==> src/design/qfe_pkg.sv <==
// Shared types and constants for the quadratic feature expansion block.
// Used by the controller, the datapath and the top level.
package qfe_pkg;

	localparam int SAMPLE_W        = 16;
	localparam int PRODUCT_W       = 32;
	localparam int INDEX_W         = 12;
	localparam int IN_TDATA_W      = 16;
	localparam int OUT_TDATA_W     = 48;
	localparam int OUT_PAD_W       = OUT_TDATA_W - PRODUCT_W - INDEX_W;
	localparam int DEF_MAX_LEN     = 64;
	localparam int DEF_SAMPLE_BITS = 16;

	typedef struct packed {
		logic               store;
		logic               issue;
		logic               last;
		logic               ovf;
		logic [INDEX_W-1:0] idx;
	} cmd_t;

	typedef struct packed {
		logic advance;
		logic empty;
	} sts_t;

endpackage

==> src/design/qfe_ram.sv <==
// Generic single-port-write, single-port-read RAM with registered read data.
// No dependencies.
module qfe_ram #(
	parameter int WIDTH = 16,
	parameter int DEPTH = 64
) (
	input  logic                     clk,
	input  logic                     we,
	input  logic [$clog2(DEPTH)-1:0] waddr,
	input  logic [WIDTH-1:0]         wdata,
	input  logic [$clog2(DEPTH)-1:0] raddr,
	output logic [WIDTH-1:0]         rdata
);

	logic [WIDTH-1:0] mem [DEPTH];

	always_ff @(posedge clk) begin
		if (we) begin
			mem[waddr] <= wdata;
		end
		rdata <= mem[raddr];
	end

endmodule

==> src/design/qfe_datapath.sv <==
// Datapath: element store, read/multiply pipeline and output beat register.
// Depends on qfe_pkg and qfe_ram.
module qfe_datapath #(
	parameter int MAX_LEN     = qfe_pkg::DEF_MAX_LEN,
	parameter int SAMPLE_BITS = qfe_pkg::DEF_SAMPLE_BITS
) (
	input  logic                         clk,
	input  logic                         arst_n,
	input  logic [qfe_pkg::SAMPLE_W-1:0] sample,
	input  qfe_pkg::cmd_t                cmd,
	input  logic [$clog2(MAX_LEN)-1:0]   wr_addr,
	input  logic [$clog2(MAX_LEN)-1:0]   rd_addr,
	output qfe_pkg::sts_t                sts,
	input  logic                         out_ready,
	output logic                         out_valid,
	output logic [qfe_pkg::PRODUCT_W-1:0] out_product,
	output logic [qfe_pkg::INDEX_W-1:0]  out_index,
	output logic                         out_last,
	output logic                         out_ovf
);
	import qfe_pkg::*;

	localparam int AW = $clog2(MAX_LEN);

	logic                          advance;
	logic [AW-1:0]                 raddr;
	logic [SAMPLE_BITS-1:0]        rd_data;
	logic [SAMPLE_BITS-1:0]        x_wr;
	logic signed [SAMPLE_BITS-1:0] x_q;
	logic signed [2*SAMPLE_BITS-1:0] mult;

	logic               v_s1, last_s1, ovf_s1;
	logic [INDEX_W-1:0] idx_s1;
	logic [AW-1:0]      addr_s1;

	logic                 v_s2, last_s2, ovf_s2;
	logic [INDEX_W-1:0]   idx_s2;
	logic [PRODUCT_W-1:0] product_s2;

	logic                 valid_q, last_q, ovf_q;
	logic [INDEX_W-1:0]   idx_q;
	logic [PRODUCT_W-1:0] product_q;

	assign advance     = !valid_q || out_ready;
	assign sts.advance = advance;
	assign sts.empty   = !v_s1 && !v_s2;

	assign x_wr  = SAMPLE_BITS'(sample);
	assign raddr = advance ? rd_addr : addr_s1;
	assign mult  = $signed(rd_data) * x_q;

	qfe_ram #(
		.WIDTH (SAMPLE_BITS),
		.DEPTH (MAX_LEN)
	) u_store (
		.clk   (clk),
		.we    (cmd.store),
		.waddr (wr_addr),
		.wdata (x_wr),
		.raddr (raddr),
		.rdata (rd_data)
	);

	always_ff @(posedge clk) begin
		if (cmd.store) begin
			x_q <= x_wr;
		end
		if (advance) begin
			idx_s1     <= cmd.idx;
			last_s1    <= cmd.last;
			ovf_s1     <= cmd.ovf;
			addr_s1    <= rd_addr;
			idx_s2     <= idx_s1;
			last_s2    <= last_s1;
			ovf_s2     <= ovf_s1;
			product_s2 <= ovf_s1 ? '0 : PRODUCT_W'(mult);
			idx_q      <= idx_s2;
			last_q     <= last_s2;
			ovf_q      <= ovf_s2;
			product_q  <= product_s2;
		end
	end

	always_ff @(posedge clk or negedge arst_n) begin
		if (!arst_n) begin
			v_s1    <= 1'b0;
			v_s2    <= 1'b0;
			valid_q <= 1'b0;
		end else if (advance) begin
			v_s1    <= cmd.issue;
			v_s2    <= v_s1;
			valid_q <= v_s2;
		end
	end

	assign out_valid   = valid_q;
	assign out_product = product_q;
	assign out_index   = idx_q;
	assign out_last    = last_q;
	assign out_ovf     = ovf_q;

	a_ovf_beat: assert property (@(posedge clk) disable iff (!arst_n)
		valid_q && ovf_q |-> last_q && product_q == '0)
		else $error("overflow beat without last or with nonzero product");

	a_hold_s2: assert property (@(posedge clk) disable iff (!arst_n)
		v_s2 && !advance |=> v_s2 && $stable(product_s2))
		else $error("product stage changed during stall");

	a_store_empty: assert property (@(posedge clk) disable iff (!arst_n)
		cmd.store |-> !v_s1 && !v_s2)
		else $error("element stored while pipeline busy");

endmodule

==> src/design/qfe_ctrl.sv <==
// Controller: sequences one row of products per element, or one overflow
// beat when full; tracks count and index. Depends on qfe_pkg.
module qfe_ctrl #(
	parameter int MAX_LEN = qfe_pkg::DEF_MAX_LEN
) (
	input  logic                       clk,
	input  logic                       arst_n,
	input  logic                       in_valid,
	input  logic                       in_final,
	output logic                       in_ready,
	input  qfe_pkg::sts_t              sts,
	output qfe_pkg::cmd_t              cmd,
	output logic [$clog2(MAX_LEN)-1:0] wr_addr,
	output logic [$clog2(MAX_LEN)-1:0] rd_addr
);
	import qfe_pkg::*;

	localparam int AW = $clog2(MAX_LEN);
	localparam int CW = $clog2(MAX_LEN + 1);

	typedef enum logic [3:0] {
		ST_IDLE  = 4'b0001,
		ST_RUN   = 4'b0010,
		ST_OVF   = 4'b0100,
		ST_DRAIN = 4'b1000
	} state_t;

	state_t             state_q;
	logic [CW-1:0]      count_q;
	logic [INDEX_W-1:0] tri_q;
	logic [AW-1:0]      i_q, j_q;
	logic               final_q;
	logic               accept, full, row_end;

	assign in_ready = (state_q == ST_IDLE);
	assign accept   = in_valid && in_ready;
	assign full     = (count_q == CW'(MAX_LEN));
	assign row_end  = (j_q == i_q);
	assign wr_addr  = count_q[AW-1:0];
	assign rd_addr  = j_q;

	always_comb begin
		cmd       = '0;
		cmd.store = accept && !full;
		unique case (state_q)
			ST_IDLE: begin
			end
			ST_RUN: begin
				cmd.issue = 1'b1;
				cmd.last  = row_end;
				cmd.idx   = tri_q + INDEX_W'(j_q);
			end
			ST_OVF: begin
				cmd.issue = 1'b1;
				cmd.last  = 1'b1;
				cmd.ovf   = 1'b1;
				cmd.idx   = tri_q;
			end
			ST_DRAIN: begin
			end
			default: begin
			end
		endcase
	end

	always_ff @(posedge clk or negedge arst_n) begin
		if (!arst_n) begin
			state_q <= ST_IDLE;
			count_q <= '0;
			tri_q   <= '0;
			i_q     <= '0;
			j_q     <= '0;
			final_q <= 1'b0;
		end else begin
			unique case (state_q)
				ST_IDLE: begin
					if (accept) begin
						final_q <= in_final;
						if (full) begin
							state_q <= ST_OVF;
						end else begin
							i_q     <= count_q[AW-1:0];
							j_q     <= '0;
							state_q <= ST_RUN;
						end
					end
				end
				ST_RUN: begin
					if (sts.advance) begin
						if (row_end) begin
							count_q <= final_q ? '0 : CW'(i_q) + CW'(1);
							tri_q   <= final_q ? '0 : tri_q + INDEX_W'(i_q) + INDEX_W'(1);
							state_q <= ST_DRAIN;
						end else begin
							j_q <= j_q + AW'(1);
						end
					end
				end
				ST_OVF: begin
					if (sts.advance) begin
						if (final_q) begin
							count_q <= '0;
							tri_q   <= '0;
						end
						state_q <= ST_DRAIN;
					end
				end
				ST_DRAIN: begin
					if (sts.empty) begin
						state_q <= ST_IDLE;
					end
				end
				default: begin
					state_q <= ST_IDLE;
				end
			endcase
		end
	end

	a_full_ovf: assert property (@(posedge clk) disable iff (!arst_n)
		accept && full |=> state_q == ST_OVF)
		else $error("element beyond capacity did not take overflow path");

	a_row_bound: assert property (@(posedge clk) disable iff (!arst_n)
		state_q == ST_RUN |-> j_q <= i_q)
		else $error("column counter ran past row");

	a_idle_empty: assert property (@(posedge clk) disable iff (!arst_n)
		state_q == ST_IDLE |-> sts.empty)
		else $error("idle with products still in flight");

endmodule

==> src/design/quadratic_feature_expand_unit.sv <==
// Top level of the quadratic feature expansion block.
// Depends on qfe_pkg, qfe_ctrl, qfe_datapath and qfe_ram.
//
// Usage: each slave beat carries one vector element (s_tdata) and a final
// flag (s_tuser). Element i is written to the element store and then row i
// of the lower triangle of the outer product is sent out, x[i]*x[j] for
// j = 0..i, one master beat per product, with its triangular index. m_tlast
// marks the last product of the row; m_tuser flags an element past capacity,
// which yields one beat with product zero and is otherwise dropped.
// After a slave beat is accepted, its row's products pass the s1 and s2 registers into the output register.
// Without stalls, element i is accepted in idle, then issues i + 1 reads from
// the store's single read port, then waits in drain until the read/multiply
// pipeline is empty and returns to idle; an overflowed element issues one
// overflow beat instead of the reads.
// A stall on the master side holds the whole read/multiply pipeline; s_tready
// stays low until the row has left the pipeline, and the next element is
// taken while the final product still waits in the output register.
// Reset clears the element count, the index and all valid flags; the store
// itself is not cleared.
module quadratic_feature_expand_unit #(
	parameter int MAX_LEN     = qfe_pkg::DEF_MAX_LEN,
	parameter int SAMPLE_BITS = qfe_pkg::DEF_SAMPLE_BITS
) (
	input  logic                           clk,
	input  logic                           arst_n,
	input  logic                           s_tvalid,
	output logic                           s_tready,
	input  logic [qfe_pkg::IN_TDATA_W-1:0] s_tdata,   // [15:0] sample
	input  logic [0:0]                     s_tuser,   // [0] final_element
	output logic                           m_tvalid,
	input  logic                           m_tready,
	output logic [qfe_pkg::OUT_TDATA_W-1:0] m_tdata,  // [31:0] product, [43:32] out_index
	output logic                           m_tlast,   // run_last
	output logic [0:0]                     m_tuser    // [0] overflow
);
	import qfe_pkg::*;

	localparam int AW = $clog2(MAX_LEN);

	cmd_t                 cmd;
	sts_t                 sts;
	logic [AW-1:0]        wr_addr, rd_addr;
	logic [PRODUCT_W-1:0] product;
	logic [INDEX_W-1:0]   out_index;

	qfe_ctrl #(
		.MAX_LEN (MAX_LEN)
	) u_ctrl (
		.clk      (clk),
		.arst_n   (arst_n),
		.in_valid (s_tvalid),
		.in_final (s_tuser[0]),
		.in_ready (s_tready),
		.sts      (sts),
		.cmd      (cmd),
		.wr_addr  (wr_addr),
		.rd_addr  (rd_addr)
	);

	qfe_datapath #(
		.MAX_LEN     (MAX_LEN),
		.SAMPLE_BITS (SAMPLE_BITS)
	) u_dp (
		.clk         (clk),
		.arst_n      (arst_n),
		.sample      (s_tdata[SAMPLE_W-1:0]),
		.cmd         (cmd),
		.wr_addr     (wr_addr),
		.rd_addr     (rd_addr),
		.sts         (sts),
		.out_ready   (m_tready),
		.out_valid   (m_tvalid),
		.out_product (product),
		.out_index   (out_index),
		.out_last    (m_tlast),
		.out_ovf     (m_tuser[0])
	);

	assign m_tdata = {{OUT_PAD_W{1'b0}}, out_index, product};

endmodule
==> config.mk <==
export PLATFORM = sky130hd
export DESIGN_NAME = quadratic_feature_expand_unit
export DESIGN_NICKNAME = d
export VERILOG_FILES = /design/src/design/qfe_pkg.sv /design/src/design/qfe_ram.sv /design/src/design/qfe_datapath.sv /design/src/design/qfe_ctrl.sv /design/src/design/quadratic_feature_expand_unit.sv
export SDC_FILE = /design/constraint.sdc
export NUM_CORES = 2
export LEC_CHECK = 0
export BUFFER_PORTS_ARGS = -buffer_cell sky130_fd_sc_hd__buf_2
export CAP_MARGIN = 20
export CORE_ASPECT_RATIO = 0.9
export CORE_UTILIZATION = 41
export DETAILED_ROUTE_END_ITERATION = 7
export HOLD_SLACK_MARGIN = 0.08
export PLACE_DENSITY = 0.67
export SLEW_MARGIN = 20
export SYNTH_ARGS = -nofsm -noshare
export SYNTH_HDL_FRONTEND = slang
export SYNTH_SLANG_ARGS = --single-unit
==> constraint.sdc <==
create_clock -name clk -period 18.5 [get_ports clk]
set_input_delay 1.85 -clock clk [delete_from_list [all_inputs] [get_ports clk]]
set_output_delay 1.85 -clock clk [all_outputs]
set_load 0.03 [all_outputs]
==> key figures <==
Status
  • Status: finished with violations
  • Failing checks: design-rule violations

STA
  • Setup Skew: 0.0964 ns
  • Slew margin rel.: 17.5%
  • RSZ-0062 raised after global routing: false
  • Worst-Margin Slew: 1.23 ns
  • Fmax: 136 MHz
  • Count of pins over their slew limit: 0
  • Final period utilization: 39.8%
  • Final Setup Violations: 0
  • Final Critical Period: 7.36 ns
  • Fin. Hold Viols: 0
  • Setup TNS: 0 ns

Detailed routing
  • Residual DRC: 18
  • DRT Wirelength: 147000 microns
  • Starting DRT DRC Count: 4114
  • Antenna viol nets, final: 0
  • Pre-Repair DR Iteration Count: 8
  • Via Count: 36100
  • Routed vias/inst: 5.57
  • Wire length per cell: 22.7 microns

Floorplan
  • Ports: 73
  • Core ar.: 138000 sq um
  • Die Span X: 396 microns
  • Initial core utilization: 41.5%
  • DIE AREA: 141000 sq um
  • Row count: 129
  • Die height: 357 microns

Logic synthesis
  • Sequential area share after synthesis: 62.5%
  • Synthesized instance count: 4526
  • Area contributors post-synth: edfxtp_1 60%, fa_1 9.2%, nand2_1 7.2%, a311oi_1 3.0%, nand3_1 2.7%
  • Unique cell type count in the Yosys netlist: 69
  • Syn Area/Cell: 12.7 sq um
  • Netlist Area Pre-Place: 57300 sq um
  • Flops & latches, synth: 1207
  • Top cell type's share of synthesized area: 60.0%
  • Largest area contributor in the netlist: edfxtp_1
  • Count leader, synth: edfxtp_1
  • Synth async-reset ratio: 3.23%
  • List of most frequent post-synthesis cells: 1146 x edfxtp_1, 1106 x nand2_1, 308 x nand3_1
  • Top_reg_cell synth: edfxtp_1
  • Synth Warn #: 0
  • Post-synth EDFFs: 1146

Clocking
  • Hold buffers post-CTS: 0
  • CTS tree: done
  • Clk pin slew, worst setup/hold paths: 0.06 ns
  • Largest buffer count on any clock path: 3
  • Clock Latency Late Sink: 0.79 ns
  • Max H-tree Level: 3
  • CTS-repair resized insts: 0
  • Post-CTS Setup Bufs: 0
  • Cts bufs inserted: 118
  • CTS Root Cell: clkbuf_16
  • CTS sink cnt: 1207

Global routing
  • Initial antenna violation count: 7
  • Vias in the first global route: 34800
  • Gr usage total: 20.7%
  • Total global routing overflow: 0
  • First-pass GRT wire length: 222000 microns
  • Largest net degree at the start of global routing: 124

Worst setup path
  • Crit-path cells: nand2_1 -> inv_1 -> fa_1 -> fa_1 -> fa_1 -> fa_1 -> fa_1 -> inv_1 -> fa_1 -> inv_1 -> ha_1 -> and4_1 -> nand4_1 -> a211oi_1 -> a2111oi_0 -> a21o_1 -> a21oi_1 -> o21ai_0 -> o31ai_1
  • Crit path buf inv count: 3
  • Critical path class: reg -> reg
  • CP Data Required Time: 18.95 ns
  • Cell family with most CP delay: adder cells
  • Crit path max fanout: 16
  • Levels on crit path: 19
  • Worst path max stage delay: 0.95 ns
  • Crit end category: register
  • Critical Path AT: 7.81 ns
  • Worst path slowest cell: a2111oi_0
  • Cell repeated most along the worst path: fa_1
  • R2R cell count: 19
  • CP startpoint kind: register

Final layout
  • Nets: 4934
  • Share of cells above drive strength 1: 8.72%
  • Synth-to-Final Area Change: 11.2%
  • FILL cells: 12300

Placement
  • Hpwl dp: 87800 microns
  • Port Buffers: 68
  • RePlAce Congestion: 0.846

Worst hold path
  • Hold Crit Class: reg -> reg
  • Hold path depth: 0

Flow run
  • # Max-Cap Violations: 0
[per-stage QoR]
stage,hold slack [ns],instance area [sq um],utilization (%),std cells,worst slack (ns)
final,0.419,63800,46.2,6485,11.14
after CTS,0.419,63800,46.1,6480,11.29
after global routing,0.421,63800,46.2,6481,10.87
after floorplan,0.400,57400,-,4529,12.19
after global placement,0.402,59700,43.2,6266,11.01
after detailed placement,0.405,59800,43.3,6266,11.02
[flip-flops by register name, summed over array words and instances (netlist names), 7 cells and up]
register,count
u_dp.u_store.mem,1024
u_dp.out_product,32
u_dp.product_s2,32
u_dp.u_store.rdata,16
u_dp.x_q,16
u_ctrl.tri_q,12
u_dp.idx_s1,12
u_dp.idx_s2,12
u_dp.out_index,12
u_ctrl.count_q,7
[layout make-up]
| class | instances | area [sq um] | area share [%] |
|---|---|---|---|
| Multi-Input combinational cell | 2761 | 19400 | 30.4 |
| Antenna cell | 4 | 10.0 | 0.0157 |
| Sequential cell | 1207 | 35800 | 56.2 |
| Clock buffer | 136 | 3020 | 4.74 |
| Inverter | 299 | 1140 | 1.78 |
| Timing Repair Buffer | 166 | 1120 | 1.75 |
| Clock inverter | 78 | 981 | 1.54 |
| Tap cell | 1834 | 2290 | 3.60 |
[placed cells by master, fill, tap and decap left out, drive strengths merged, types with 9 or more instances in the layout]
cell / netlist / final
nand2b: 9 / 9
ha: 96 / 96
o21ai: 46 / 46
dfrtp: 38 / 38
o31ai: 23 / 23
a21o: 15 / 15
bufinv: 0 / 17
a211oi: 9 / 9
xor2: 23 / 23
mux4: 16 / 16
buf: 93 / 166
nor2b: 15 / 15
nor3: 25 / 25
mux2i: 71 / 71
edfxtp: 1146 / 1146
and2: 123 / 123
dfxtp: 22 / 22
or3: 21 / 21
nand2: 1106 / 1106
and3: 116 / 116
xnor2: 23 / 23
clkinv: 1 / 52
o32ai: 16 / 16
a311oi: 195 / 195
clkbuf: 169 / 136
inv: 298 / 303
a21oi: 32 / 32
nor2: 131 / 131
fa: 264 / 264
nand3: 308 / 308
[worst paths after layout]
kind                                                 from                                end  slack (ns)
hold / removal                   u_dp.idx_s1[1]$_DFFE_PP_           u_dp.idx_s2[1]$_DFFE_PP_        0.42
setup reg to reg           u_dp.u_store.rdata[15]$_DFF_P_  u_dp.product_s2[31]$_SDFFCE_PP0P_       11.14
min in group asynchronous                          arst_n        u_ctrl.tri_q[9]$_DFFE_PN0P_        1.18
max in group asynchronous                          arst_n      u_ctrl.rd_addr[2]$_DFFE_PN0P_       16.71
setup / recovery           u_dp.u_store.rdata[15]$_DFF_P_  u_dp.product_s2[31]$_SDFFCE_PP0P_       11.14
hold reg to reg                  u_dp.idx_s1[1]$_DFFE_PP_           u_dp.idx_s2[1]$_DFFE_PP_        0.42
[cells by family after synthesis]
kind of cell    after synthesis  share of synthesized area (%)
xor+xnor                     46                          0.703
flops                      1207                           62.5
other cells                   1                        0.00654
fa+ha+maj                   360                           11.3
simple gates               1886                           14.6
mux                          89                           1.94
buf+inv                     561                           3.89
compound gates              376                           5.09
[layer usage]
metal	share of wire (%)	up-vias	GRT usage (%)
met2	46	1694	32.7
met3	8.7	256	3.37
met1	42	18200	29.2
li1	-	16000	-
met5	0	-	0
met4	3.3	0	6.96
Power is left out: the tool's default activity adds up to more than one toggle a clock period on the data nets, which glitch-free logic cannot reach.
